==> src/hw/rtl/assert_macros.svh <==
// Assertion macros of the loader RTL, used by the parser.
// Active in simulation; empty when SYNTHESIS is defined.
`ifndef ASSERT_MACROS_SVH
`define ASSERT_MACROS_SVH
`ifndef SYNTHESIS
`define ORL_ASSERT(label, clk, rst, prop) \
  label: assert property (@(posedge clk) disable iff (rst) (prop)) \
    else $error("assertion failed");
`define ORL_NEVER(label, clk, rst, cond) \
  label: assert property (@(posedge clk) disable iff (rst) !(cond)) \
    else $error("forbidden condition seen");
`else
`define ORL_ASSERT(label, clk, rst, prop)
`define ORL_NEVER(label, clk, rst, cond)
`endif
`endif

==> src/hw/rtl/orl_pkg.sv <==
// Shared types, constants and the hex digit decoder of the object record loader.
// No dependencies.
package orl_pkg;

  localparam int ADDR_DIGITS_DEFAULT = 6;
  localparam int ADDR_W = 24;
  localparam int BYTE_W = 8;

  localparam logic KIND_WRITE = 1'b0;
  localparam logic KIND_START = 1'b1;

  typedef struct packed {
    logic                valid;
    logic                kind;
    logic [ADDR_W-1:0]   address;
    logic [BYTE_W-1:0]   data_byte;
  } result_t;

  // Decode one ASCII hex digit; anything else reads as zero.
  function automatic logic [3:0] hex_nibble(input logic [7:0] c);
    logic [3:0] nib;
    nib = 4'd0;
    if (c inside {[8'h30:8'h39]}) begin
      nib = 4'(c - 8'h30);
    end else if (c inside {[8'h41:8'h46]}) begin
      nib = 4'(c - 8'h37);
    end else if (c inside {[8'h61:8'h66]}) begin
      nib = 4'(c - 8'h57);
    end
    return nib;
  endfunction

endpackage

==> src/hw/rtl/orl_in_stage.sv <==
// Input register of the object record loader: holds one character for the parser.
// Depends on nothing but the port handshake.
module orl_in_stage (
  input  logic       clk,
  input  logic       rst,
  input  logic       in_valid,
  output logic       in_stall,
  input  logic [7:0] char_in,
  input  logic       advance,
  output logic       char_valid,
  output logic [7:0] char_q
);

  // Stall only while a held character cannot move on.
  assign in_stall = char_valid & ~advance;

  always_ff @(posedge clk) begin
    if (rst) begin
      char_valid <= 1'b0;
    end else if (~char_valid | advance) begin
      char_valid <= in_valid;
    end
  end

  always_ff @(posedge clk) begin
    if ((~char_valid | advance) & in_valid) begin
      char_q <= char_in;
    end
  end

endmodule

==> src/hw/rtl/orl_parser.sv <==
// Record parser of the object record loader: one state update per character.
// Depends on orl_pkg and assert_macros.svh.
`include "assert_macros.svh"

module orl_parser #(
  parameter int ADDR_DIGITS = orl_pkg::ADDR_DIGITS_DEFAULT
) (
  input  logic             clk,
  input  logic             rst,
  input  logic             fire,
  input  logic [7:0]       char_q,
  output orl_pkg::result_t res
);

  localparam logic [2:0] LAST_DIGIT = 3'(ADDR_DIGITS - 1);

  localparam logic [7:0] CH_H  = 8'h48;
  localparam logic [7:0] CH_T  = 8'h54;
  localparam logic [7:0] CH_E  = 8'h45;
  localparam logic [7:0] CH_NL = 8'h0A;

  typedef enum logic [5:0] {
    M_IDLE   = 6'b000001,
    M_SKIP   = 6'b000010,
    M_TADDR  = 6'b000100,
    M_TCOUNT = 6'b001000,
    M_TDATA  = 6'b010000,
    M_EADDR  = 6'b100000
  } mode_t;

  mode_t       mode, mode_next;
  logic [2:0]  digit_count, digit_count_next;
  logic [23:0] load_address, load_address_next;
  logic [7:0]  bytes_left, bytes_left_next;
  logic [3:0]  high_nibble, high_nibble_next;

  logic [3:0]  nib;
  logic [23:0] shifted_addr;
  logic [7:0]  shifted_count;
  logic [7:0]  bytes_dec;

  assign nib           = orl_pkg::hex_nibble(char_q);
  assign shifted_addr  = {load_address[19:0], nib};
  assign shifted_count = {bytes_left[3:0], nib};
  assign bytes_dec     = bytes_left - 8'd1;

  always_comb begin
    mode_next         = mode;
    digit_count_next  = digit_count;
    load_address_next = load_address;
    bytes_left_next   = bytes_left;
    high_nibble_next  = high_nibble;
    res               = '0;
    case (mode)
      M_IDLE: begin
        if (char_q == CH_H) begin
          mode_next = M_SKIP;
        end else if (char_q == CH_T || char_q == CH_E) begin
          mode_next         = (char_q == CH_T) ? M_TADDR : M_EADDR;
          digit_count_next  = 3'd0;
          load_address_next = '0;
        end
      end
      M_SKIP: begin
        if (char_q == CH_NL) mode_next = M_IDLE;
      end
      M_TADDR: begin
        load_address_next = shifted_addr;
        if (digit_count >= LAST_DIGIT) begin
          mode_next        = M_TCOUNT;
          digit_count_next = 3'd0;
          bytes_left_next  = '0;
        end else begin
          digit_count_next = digit_count + 3'd1;
        end
      end
      M_TCOUNT: begin
        bytes_left_next = shifted_count;
        if (digit_count != 3'd0) begin
          digit_count_next = 3'd0;
          mode_next        = (shifted_count == 8'd0) ? M_SKIP : M_TDATA;
        end else begin
          digit_count_next = 3'd1;
        end
      end
      M_TDATA: begin
        if (digit_count == 3'd0) begin
          high_nibble_next = nib;
          digit_count_next = 3'd1;
        end else begin
          digit_count_next  = 3'd0;
          res.valid         = 1'b1;
          res.kind          = orl_pkg::KIND_WRITE;
          res.address       = load_address;
          res.data_byte     = {high_nibble, nib};
          load_address_next = load_address + 24'd1;
          bytes_left_next   = bytes_dec;
          if (bytes_dec == 8'd0) mode_next = M_SKIP;
        end
      end
      M_EADDR: begin
        load_address_next = shifted_addr;
        if (digit_count >= LAST_DIGIT) begin
          digit_count_next = 3'd0;
          mode_next        = M_SKIP;
          res.valid        = 1'b1;
          res.kind         = orl_pkg::KIND_START;
          res.address      = shifted_addr;
        end else begin
          digit_count_next = digit_count + 3'd1;
        end
      end
      default: begin
        mode_next = M_IDLE;
      end
    endcase
    // Hold everything when no character is taken this cycle.
    if (!fire) begin
      mode_next         = mode;
      digit_count_next  = digit_count;
      load_address_next = load_address;
      bytes_left_next   = bytes_left;
      high_nibble_next  = high_nibble;
      res.valid         = 1'b0;
    end
  end

  always_ff @(posedge clk) begin
    if (rst) begin
      mode         <= M_IDLE;
      digit_count  <= 3'd0;
      load_address <= '0;
      bytes_left   <= '0;
      high_nibble  <= '0;
    end else begin
      mode         <= mode_next;
      digit_count  <= digit_count_next;
      load_address <= load_address_next;
      bytes_left   <= bytes_left_next;
      high_nibble  <= high_nibble_next;
    end
  end

  `ORL_NEVER(a_res_mode, clk, rst, res.valid && mode != M_TDATA && mode != M_EADDR)
  `ORL_NEVER(a_start_kind, clk, rst, res.valid && res.kind == orl_pkg::KIND_START && mode != M_EADDR)
  `ORL_NEVER(a_data_empty, clk, rst, mode == M_TDATA && bytes_left == 8'd0)
  `ORL_NEVER(a_byte_digits, clk, rst, (mode == M_TDATA || mode == M_TCOUNT) && digit_count > 3'd1)
  `ORL_ASSERT(a_hold, clk, rst, !fire |=> $stable(mode) && $stable(load_address))

endmodule

==> src/hw/rtl/orl_out_stage.sv <==
// Result register of the object record loader: holds one transfer for the consumer.
// Depends on orl_pkg.
module orl_out_stage (
  input  logic             clk,
  input  logic             rst,
  input  orl_pkg::result_t res,
  output logic             advance,
  output logic             out_valid,
  input  logic             out_stall,
  output logic             kind,
  output logic [23:0]      address,
  output logic [7:0]       data_byte
);

  // Room for a new result when empty or when the held one leaves now.
  assign advance = ~out_valid | ~out_stall;

  always_ff @(posedge clk) begin
    if (rst) begin
      out_valid <= 1'b0;
    end else if (advance) begin
      out_valid <= res.valid;
    end
  end

  always_ff @(posedge clk) begin
    if (advance & res.valid) begin
      kind      <= res.kind;
      address   <= res.address;
      data_byte <= res.data_byte;
    end
  end

endmodule

==> src/hw/rtl/object_record_loader_unit.sv <==
// Top level of the object record loader: input register, parser, result register.
// Depends on orl_pkg, orl_in_stage, orl_parser and orl_out_stage.
//
// Takes an object-program text one character per transfer and returns memory
// byte writes (kind 0) from 'T' records and the start address (kind 1) from an
// 'E' record. One character is accepted every cycle while the result side does
// not stall. A record's last character is held in the input register, the parser
// decodes it, and its result is loaded into the result register, from which the
// result is transferred. The rate is set by the parser's record state, which is
// updated once per character. A stall on the result side holds the result
// register and the parser; the input register still takes one character if it
// is empty, and after that the input stalls until the held result leaves.
module object_record_loader_unit #(
  parameter int ADDR_DIGITS = orl_pkg::ADDR_DIGITS_DEFAULT
) (
  input  logic        clk,
  input  logic        rst,
  input  logic        in_valid,
  output logic        in_stall,
  input  logic [7:0]  char_in,
  output logic        out_valid,
  input  logic        out_stall,
  output logic        kind,
  output logic [23:0] address,
  output logic [7:0]  data_byte
);

  logic             advance;
  logic             char_valid;
  logic [7:0]       char_q;
  orl_pkg::result_t res;

  orl_in_stage u_in (
    .clk        (clk),
    .rst        (rst),
    .in_valid   (in_valid),
    .in_stall   (in_stall),
    .char_in    (char_in),
    .advance    (advance),
    .char_valid (char_valid),
    .char_q     (char_q)
  );

  orl_parser #(
    .ADDR_DIGITS (ADDR_DIGITS)
  ) u_parser (
    .clk    (clk),
    .rst    (rst),
    .fire   (char_valid & advance),
    .char_q (char_q),
    .res    (res)
  );

  orl_out_stage u_out (
    .clk       (clk),
    .rst       (rst),
    .res       (res),
    .advance   (advance),
    .out_valid (out_valid),
    .out_stall (out_stall),
    .kind      (kind),
    .address   (address),
    .data_byte (data_byte)
  );

endmodule

==> config.mk <==
export PLATFORM = sky130hd
export DESIGN_NAME = object_record_loader_unit
export DESIGN_NICKNAME = d
export VERILOG_FILES = /design/src/hw/rtl/orl_pkg.sv /design/src/hw/rtl/orl_in_stage.sv /design/src/hw/rtl/orl_parser.sv /design/src/hw/rtl/orl_out_stage.sv /design/src/hw/rtl/object_record_loader_unit.sv
export VERILOG_INCLUDE_DIRS = /design/src /design/src/hw/rtl
export SDC_FILE = /design/constraint.sdc
export NUM_CORES = 1
export LEC_CHECK = 0
export BUFFER_PORTS_ARGS = -buffer_cell sky130_fd_sc_hd__buf_4
export CAP_MARGIN = 20
export CORE_ASPECT_RATIO = 1.25
export CORE_MARGIN = 1
export CORE_UTILIZATION = 55
export CTS_CLUSTER_DIAMETER = 50
export DETAILED_ROUTE_END_ITERATION = 6
export HOLD_SLACK_MARGIN = 0.03
export PLACE_DENSITY_LB_ADDON = 0.08
export SKIP_CTS_REPAIR_TIMING = 1
export SYNTH_ARGS = -nofsm -noshare
export SYNTH_HDL_FRONTEND = slang
export SYNTH_SLANG_ARGS = --single-unit
==> constraint.sdc <==
create_clock -name clk -period 4.4 [get_ports clk]
set_input_delay 0.88 -clock clk [delete_from_list [all_inputs] [get_ports clk]]
set_output_delay 0.88 -clock clk [all_outputs]
set_load 0.01 [all_outputs]
### Word level (Yosys, flattened, before mapping)

Index checks and enable logic that the tools add are counted.

| cells by class | value |
|---|---|
| add/sub/neg operators | 6 |
| $lt $le $gt $ge | 7 |
| eq/ne operators | 19 |
| multiplexer cells | 31 |
| bitwise gates (word level) | 11 |
| reductions and logical operators | 18 |

Operators by type and width:

| operator | count |
|---|---|
| $mux 24 | 3 |
| $pmux 24 s3 | 1 |
| $mux 6 | 9 |
| $pmux 26 s2 | 1 |
| $pmux 6 s6 | 1 |
| $mux 34 | 1 |
| $mux 26 | 1 |
| $add 24x1->24 const B | 1 |
| $eq 8x7->1 const B | 3 |
| $pmux 8 s3 | 1 |
| $ge 8x7->1 const B | 2 |
| $le 8x7->1 const B | 2 |
| $logic_not 8->1 | 2 |
| $mux 8 | 2 |
| $mux 4 | 3 |
| $ne 2x1->1 const B | 6 |
| $pmux 3 s4 | 1 |
| $mux 3 | 3 |
| $reduce_bool 3->1 | 3 |
| $eq 8x4->1 const B | 1 |
| $ge 8x6->1 const B | 1 |
| $le 8x6->1 const B | 1 |
| $reduce_and 4->1 | 2 |
| $reduce_and 8->1 | 1 |
| other kinds (25) | 40 |

| word-level totals | value |
|---|---|
| register bits after elaboration | 88 |
| output and inout port bits | 35 |
| logic and storage cells | 103 |

### Depth between registers and ports, before layout

| depth | value |
|---|---|
| depth in word-level cells | 9 |
| gate-level depth with buffers | 10 |
| mapped depth without buffers | 8 |

### Modules after synthesis

Synthesis repeated with hierarchy kept, for this count alone.

| unflattened totals | value |
|---|---|
| cells, all modules | 529 |
| area total of the unflattened synthesis | 4784.6 µm² |

By module, submodules not included:

| module | times used | cells each | area an instance (µm²) | seq. area each (µm²) |
|---|---|---|---|---|
| orl_parser | 1 | 478 | 3458.3 | 900.9 |
| orl_out_stage | 1 | 38 | 1029.7 | 1011.0 |
| orl_in_stage | 1 | 12 | 290.3 | 260.2 |
| object_record_loader_unit | 1 | 1 | 6.3 | 0.0 |

### Least setup slack after synthesis

Ideal clock, no wire load.

| timing path | value |
|---|---|
| kind | register to register |
| start | register u_parser.mode[5] |
| end | register u_out.address[0], enable pin |
| library setup time | 423 ps |
| arrival time | 3100 ps |
| data required time | 3977 ps |
| path slack | 877 ps |
| cell stages (with the launch flop) | 8 |
| path buffers | 2 |
| clock period less this slack | 3523 ps |
| cell sequence | dfxtp_1 -> nor4_2 -> nand2_1 -> clkbuf_1 -> nor2_1 -> buf_2 -> nor2_1 -> nor2_1 |

| on the way | value |
|---|---|
| word-level cells in the longest chain between the ends | 4 |
| elaborated cells on any way between the ends | 5 |
| classes of those cells | eq/ne: 2; mux: 2; bitwise: 1 |

RTL lines:

| element | line | source |
|---|---|---|
| from (decl) | orl_parser.sv:31 | `mode_t mode, mode_next;` |
| from (signal assigned) | orl_parser.sv:136 | `mode <= mode_next;` |
| $eq 6x6->1 / $eq 6x5->1 (equally long branches) | orl_parser.sv:54 | `case (mode)` |
| $pmux 26 s2 (*) | orl_parser.sv:54 |  |
| $mux 1 (*) | orl_parser.sv:118 | `if (!fire) begin` |
| $and 1x1->1 (*) | orl_out_stage.sv:27 | `if (advance & res.valid) begin` |
| to (signal assigned) | orl_out_stage.sv:29 | `address <= res.address;` |
| to (decl) | orl_out_stage.sv:11 | `output logic [23:0] address,` |

Every way passes the cells marked *; elsewhere a longest branch is shown, timed or not.
A chain may end at the register's enable or synchronous reset.

### Worst setup path in the final report

| timing path | value |
|---|---|
| start | register u_in.char_q[0] |
| end | register u_parser.load_address[18] |

| on the way | value |
|---|---|
| word-level cells in the longest chain between the ends | 4 |
| elaborated cells on any way between the ends | 7 |
| classes of those cells | eq/ne: 5; reduce/logical: 2 |

RTL lines:

| element | line | source |
|---|---|---|
| from (decl) | orl_in_stage.sv:11 | `output logic [7:0] char_q` |
| from (signal assigned) | orl_in_stage.sv:27 | `char_q <= char_in;` |
| $eq 8x7->1 | orl_parser.sv:58 | `end else if (char_q == CH_T \|\| char_q == CH_E) begin` |
| $logic_or 1x1->1 | orl_parser.sv:58 |  |
| $ne 2x1->1 (no source line) | - |  |
| $reduce_and 5->1 (no source line) (*) | - |  |
| to (signal assigned) | orl_parser.sv:138 | `load_address <= load_address_next;` |
| to (decl) | orl_parser.sv:33 | `logic [23:0] load_address, load_address_next;` |

Marks and branches as above.

==> impl_metrics.py <==
metrics = {
    "status": {
        "status": "finished, final reports clean",
    },
    "yosys": {
        "synthesis.area_um2": 4830,
        "ys_ff_latch": 88,
        "synth-xor-area-share_pct": 1.45,
        "yosysSeqAreaShare_pct": 45.0,
        "synth_mux_area_share_pct": 2.10,
        "synth_flop_cell": "dfxtp_1",
        "synth_compound_area_share_pct": 23.3,
        "async_flop_share_pct": 0,
        "yosys.area_share.simple_pct": 20.3,
        "synth_top_cell_area_share_pct": 25.5,
        "synth_area_leaders": "edfxtp_1 26%, dfxtp_1 19%, a22o_1 4.7%",
        "synth_area_per_cell_um2": 9.46,
        "synth-edff-count": 41,
        "synth_fp_nets": 533,
        "yosys_warnings": 0,
        "netlist_instances": 510,
        "synth_area_leader_cell": "edfxtp_1",
        "yosys.area_share.adder_pct": 2.85,
        "synth_top_family_by_area": "compound AO/OA/AOI/OAI gates",
        "synthDistinctLibCells": 68,
    },
    "timing": {
        "worst-slew-pin-transition_ns": 1.00,
        "final.setup.tns_ns": 0,
        "hold_viol_final": 0,
        "min_period_over_period_pct": 68.7,
        "maxSlewViolCount": 0,
        "rsz0062_at_grt": "false",
        "setup_slack_ns": 1.38,
        "setup_viol": 0,
        "finClkSkew_ns": 0.0113,
        "relSlewSlack_pct": 32.5,
        "min_period_ns": 3.02,
        "fmax_mhz": 331,
    },
    "route": {
        "dr.pass1.iters": 4,
        "post_drt_wl_per_cell_um": 17.5,
        "drc": 0,
        "routed_wl_mm": 11.5,
        "vias": 4225,
        "viasPerCell": 6.43,
        "wl_met3_um": 607,
        "top_layer": "met4",
        "ant_nets": 0,
        "first_iter_violations": 333,
        "wl_met2_mm": 5.92,
        "met1_length_mm": 4.61,
    },
    "global_route": {
        "grt_pass1_vias": 3931,
        "grt_pass1_wl_mm": 18.6,
        "grt_antenna_before_repair": 0,
        "grt_max_degree": 40,
        "overflow": 0,
        "grt_usage_pct": 25.8,
    },
    "layout": {
        "final_layout_size_suffix_gt1_share_pct": 16.1,
        "nets": 558,
        "area_growth_pct": 12.5,
        "instances_no_fill": 657,
        "fillerInstances": 678,
        "diodes": 0,
    },
    "clocking": {
        "cts_buffer_depth": 2,
        "cts_root_buf": "clkbuf_8",
        "cts_tree": "done",
        "clock_latency_ns": 0.37,
        "numCtsBuffers": 9,
        "h-tree-depth": 3,
        "clkTransAtPathRegs_ns": 0.08,
        "cts.sinks": 88,
    },
    "min_path": {
        "hp-class": "reg2reg",
        "hp-start": "u_parser.bytes_left[7]",
        "min_path_cells": 2,
        "holdPathEnd": "u_parser.bytes_left[7]",
    },
    "power": {
        "ir_worst_vdd_mv": 0.177,
        "p_leak_nw": 2.04,
        "powerDensity_nw_per_um2": 293,
        "power_mw": 1.59,
    },
    "die": {
        "row_count": 37,
        "die_h_um": 107,
        "initial_core_util_pct": 57.6,
        "io_pins": 47,
        "die-area_um2": 9160,
        "core_area_um2": 8380,
        "die_w_um": 85.8,
    },
    "placed_design": {
        "dp.cells": 641,
        "io_buffers": 46,
        "place.detailed.hpwl_mm": 7.64,
        "place_ws_ns": 1.42,
        "place_congestion": 0.819,
    },
    "critical_path": {
        "cp-end-kind": "flip-flop",
        "cp_data_arrival_time_ns": 3.29,
        "path_class": "reg2reg",
        "timing.rr.end": "u_parser.load_address[18]",
        "start_kind": "flip-flop",
        "reg2reg_setup_slack_ns": 1.38,
        "r2r_start": "u_in.char_q[0]",
        "worst_r2r_path_depth": 8,
        "worstPathMaxFanout": 26,
        "worstPathRequired_ns": 4.67,
    },
    "flow_run": {
        "max_cap_viol_count": 0,
    },
}
-- routing by layer --
layer / vias to the layer above / GRT usage, %
met1: 2032 / 29.6
met2: 187 / 46.1
met4: 0 / 12.6
met3: 27 / 4.39
met5: - / 0
li1: 1979 / -
-- final cells by class --
class | count | area [µm²] | share of cell area (%)
Clock buffer | 11 | 141 | 2.60
Clock inverter | 5 | 104 | 1.91
Inverter | 12 | 45.0 | 0.829
Multi-Input combinational cell | 371 | 2420 | 44.6
Sequential cell | 88 | 2170 | 40.0
Tap cell | 117 | 146 | 2.70
Timing Repair Buffer | 53 | 398 | 7.33
-- worst max-delay path, cell delays in order, from the launching register on --
cell and delay, ns:
edfxtp_1 0.50, inv_1 0.15, ha_1 0.27, mux2_2 0.19
nand4_1 0.15, a21oi_2 0.34, o311a_1 0.88, a21oi_1 0.15
a311oi_1 0.30
-- synth_stat cells, types with 3 or more instances --
master	number
buf_6	3
xnor2_1	4
clkbuf_1	20
and2_1	3
dfxtp_1	47
nand3_1	15
a21o_1	4
edfxtp_1	41
inv_1	12
a211oi_1	10
a31oi_1	5
or3_1	3
o31ai_1	4
nand2_1	47
mux2i_1	6
xor2_1	4
nor2b_1	7
o21ai_0	23
nor3b_1	4
nor4_2	5
and3_1	12
a22o_1	26
o21a_1	4
buf_2	12
nor4b_1	3
a22oi_1	4
a32o_1	3
o21ai_1	5
nor3_1	21
nand4_1	10
ha_1	11
nor2_1	40
a221oi_1	7
o22ai_1	6
a21oi_1	34
-- per-stage QoR --
| stage | instance area, µm² | hold slack [ns] | utilization (%) |
|---|---|---|---|
| finish | 5430 | 0.475 | 64.8 |
| global route | 5430 | 0.519 | 64.8 |
| CTS | 5430 | 0.478 | 64.8 |
| detailed placement | 5190 | 0.464 | 61.9 |
| global placement | 5190 | 0.460 | 61.9 |
| floorplan | 4830 | 0.439 | - |
-- cells in the final DEF, fill, tap and decap left out, drive strengths merged, types with 3 or more instances in the layout --
master	netlist	final
nand2	47	47
dfxtp	47	47
and2	3	3
nor3b	5	5
a221oi	8	8
a22o	26	26
xor2	4	4
nor4b	3	3
a211oi	10	10
xnor2	4	4
or3	4	4
clkbuf	22	11
a21o	4	4
nor4	7	7
o31ai	6	6
o22ai	6	6
mux2i	6	6
o21a	4	4
a32o	3	3
nand3	15	15
nand4	11	11
nor2	40	40
nor2b	7	7
mux2	3	3
bufinv	0	3
nor3	21	21
edfxtp	41	41
o21ai	28	28
a21oi	36	36
a31oi	5	5
and3	12	12
ha	11	11
a22oi	4	4
buf	17	53
inv	12	12
-- how the worst max path moves through the flow --
stage                startpoint                   endpoint  slack (ns)
3_3_place_gp          out_stall  u_parser.load_address[17]        1.49
6_report         u_in.char_q[0]  u_parser.load_address[18]        1.38
5_1_grt          u_in.char_q[1]  u_parser.load_address[19]        1.19
4_1_cts          u_in.char_q[0]  u_parser.load_address[18]        1.40
2_1_floorplan  u_parser.mode[5]           u_out.address[0]        0.88
3_5_place_dp     u_in.char_q[0]  u_parser.load_address[18]        1.42
-- kinds of logic (layout without fill, tap and decap cells) --
kind of cell	count (synthesis)	count (layout)
AO/OA/AOI/OAI	159	159
XOR/XNOR	8	8
adder cells (fa/ha/maj)	11	11
buffers and inverters	51	81
flip-flops	88	88
multiplexers	9	9
AND/OR/NAND/NOR	184	184
-- power by group --
group	leakage, nW	internal [mW]	switching (mW)	total [mW]
clock network	0.124	0.393	0.289	0.682
logic	1.08	0.0173	0.0275	0.0448
registers	0.841	0.855	0.00771	0.862
-- sequential cells by signal (all words and copies together), names as in the netlist --
register,count
u_in.char_valid,1
u_out.data_byte,8
u_parser.bytes_left,8
u_out.kind,1
u_out.out_valid,1
u_out.address,24
u_parser.mode,6
u_parser.high_nibble,4
u_parser.load_address,24
u_in.char_q,8
u_parser.digit_count,3
No activity file was read; power rests on OpenSTA's default activity.
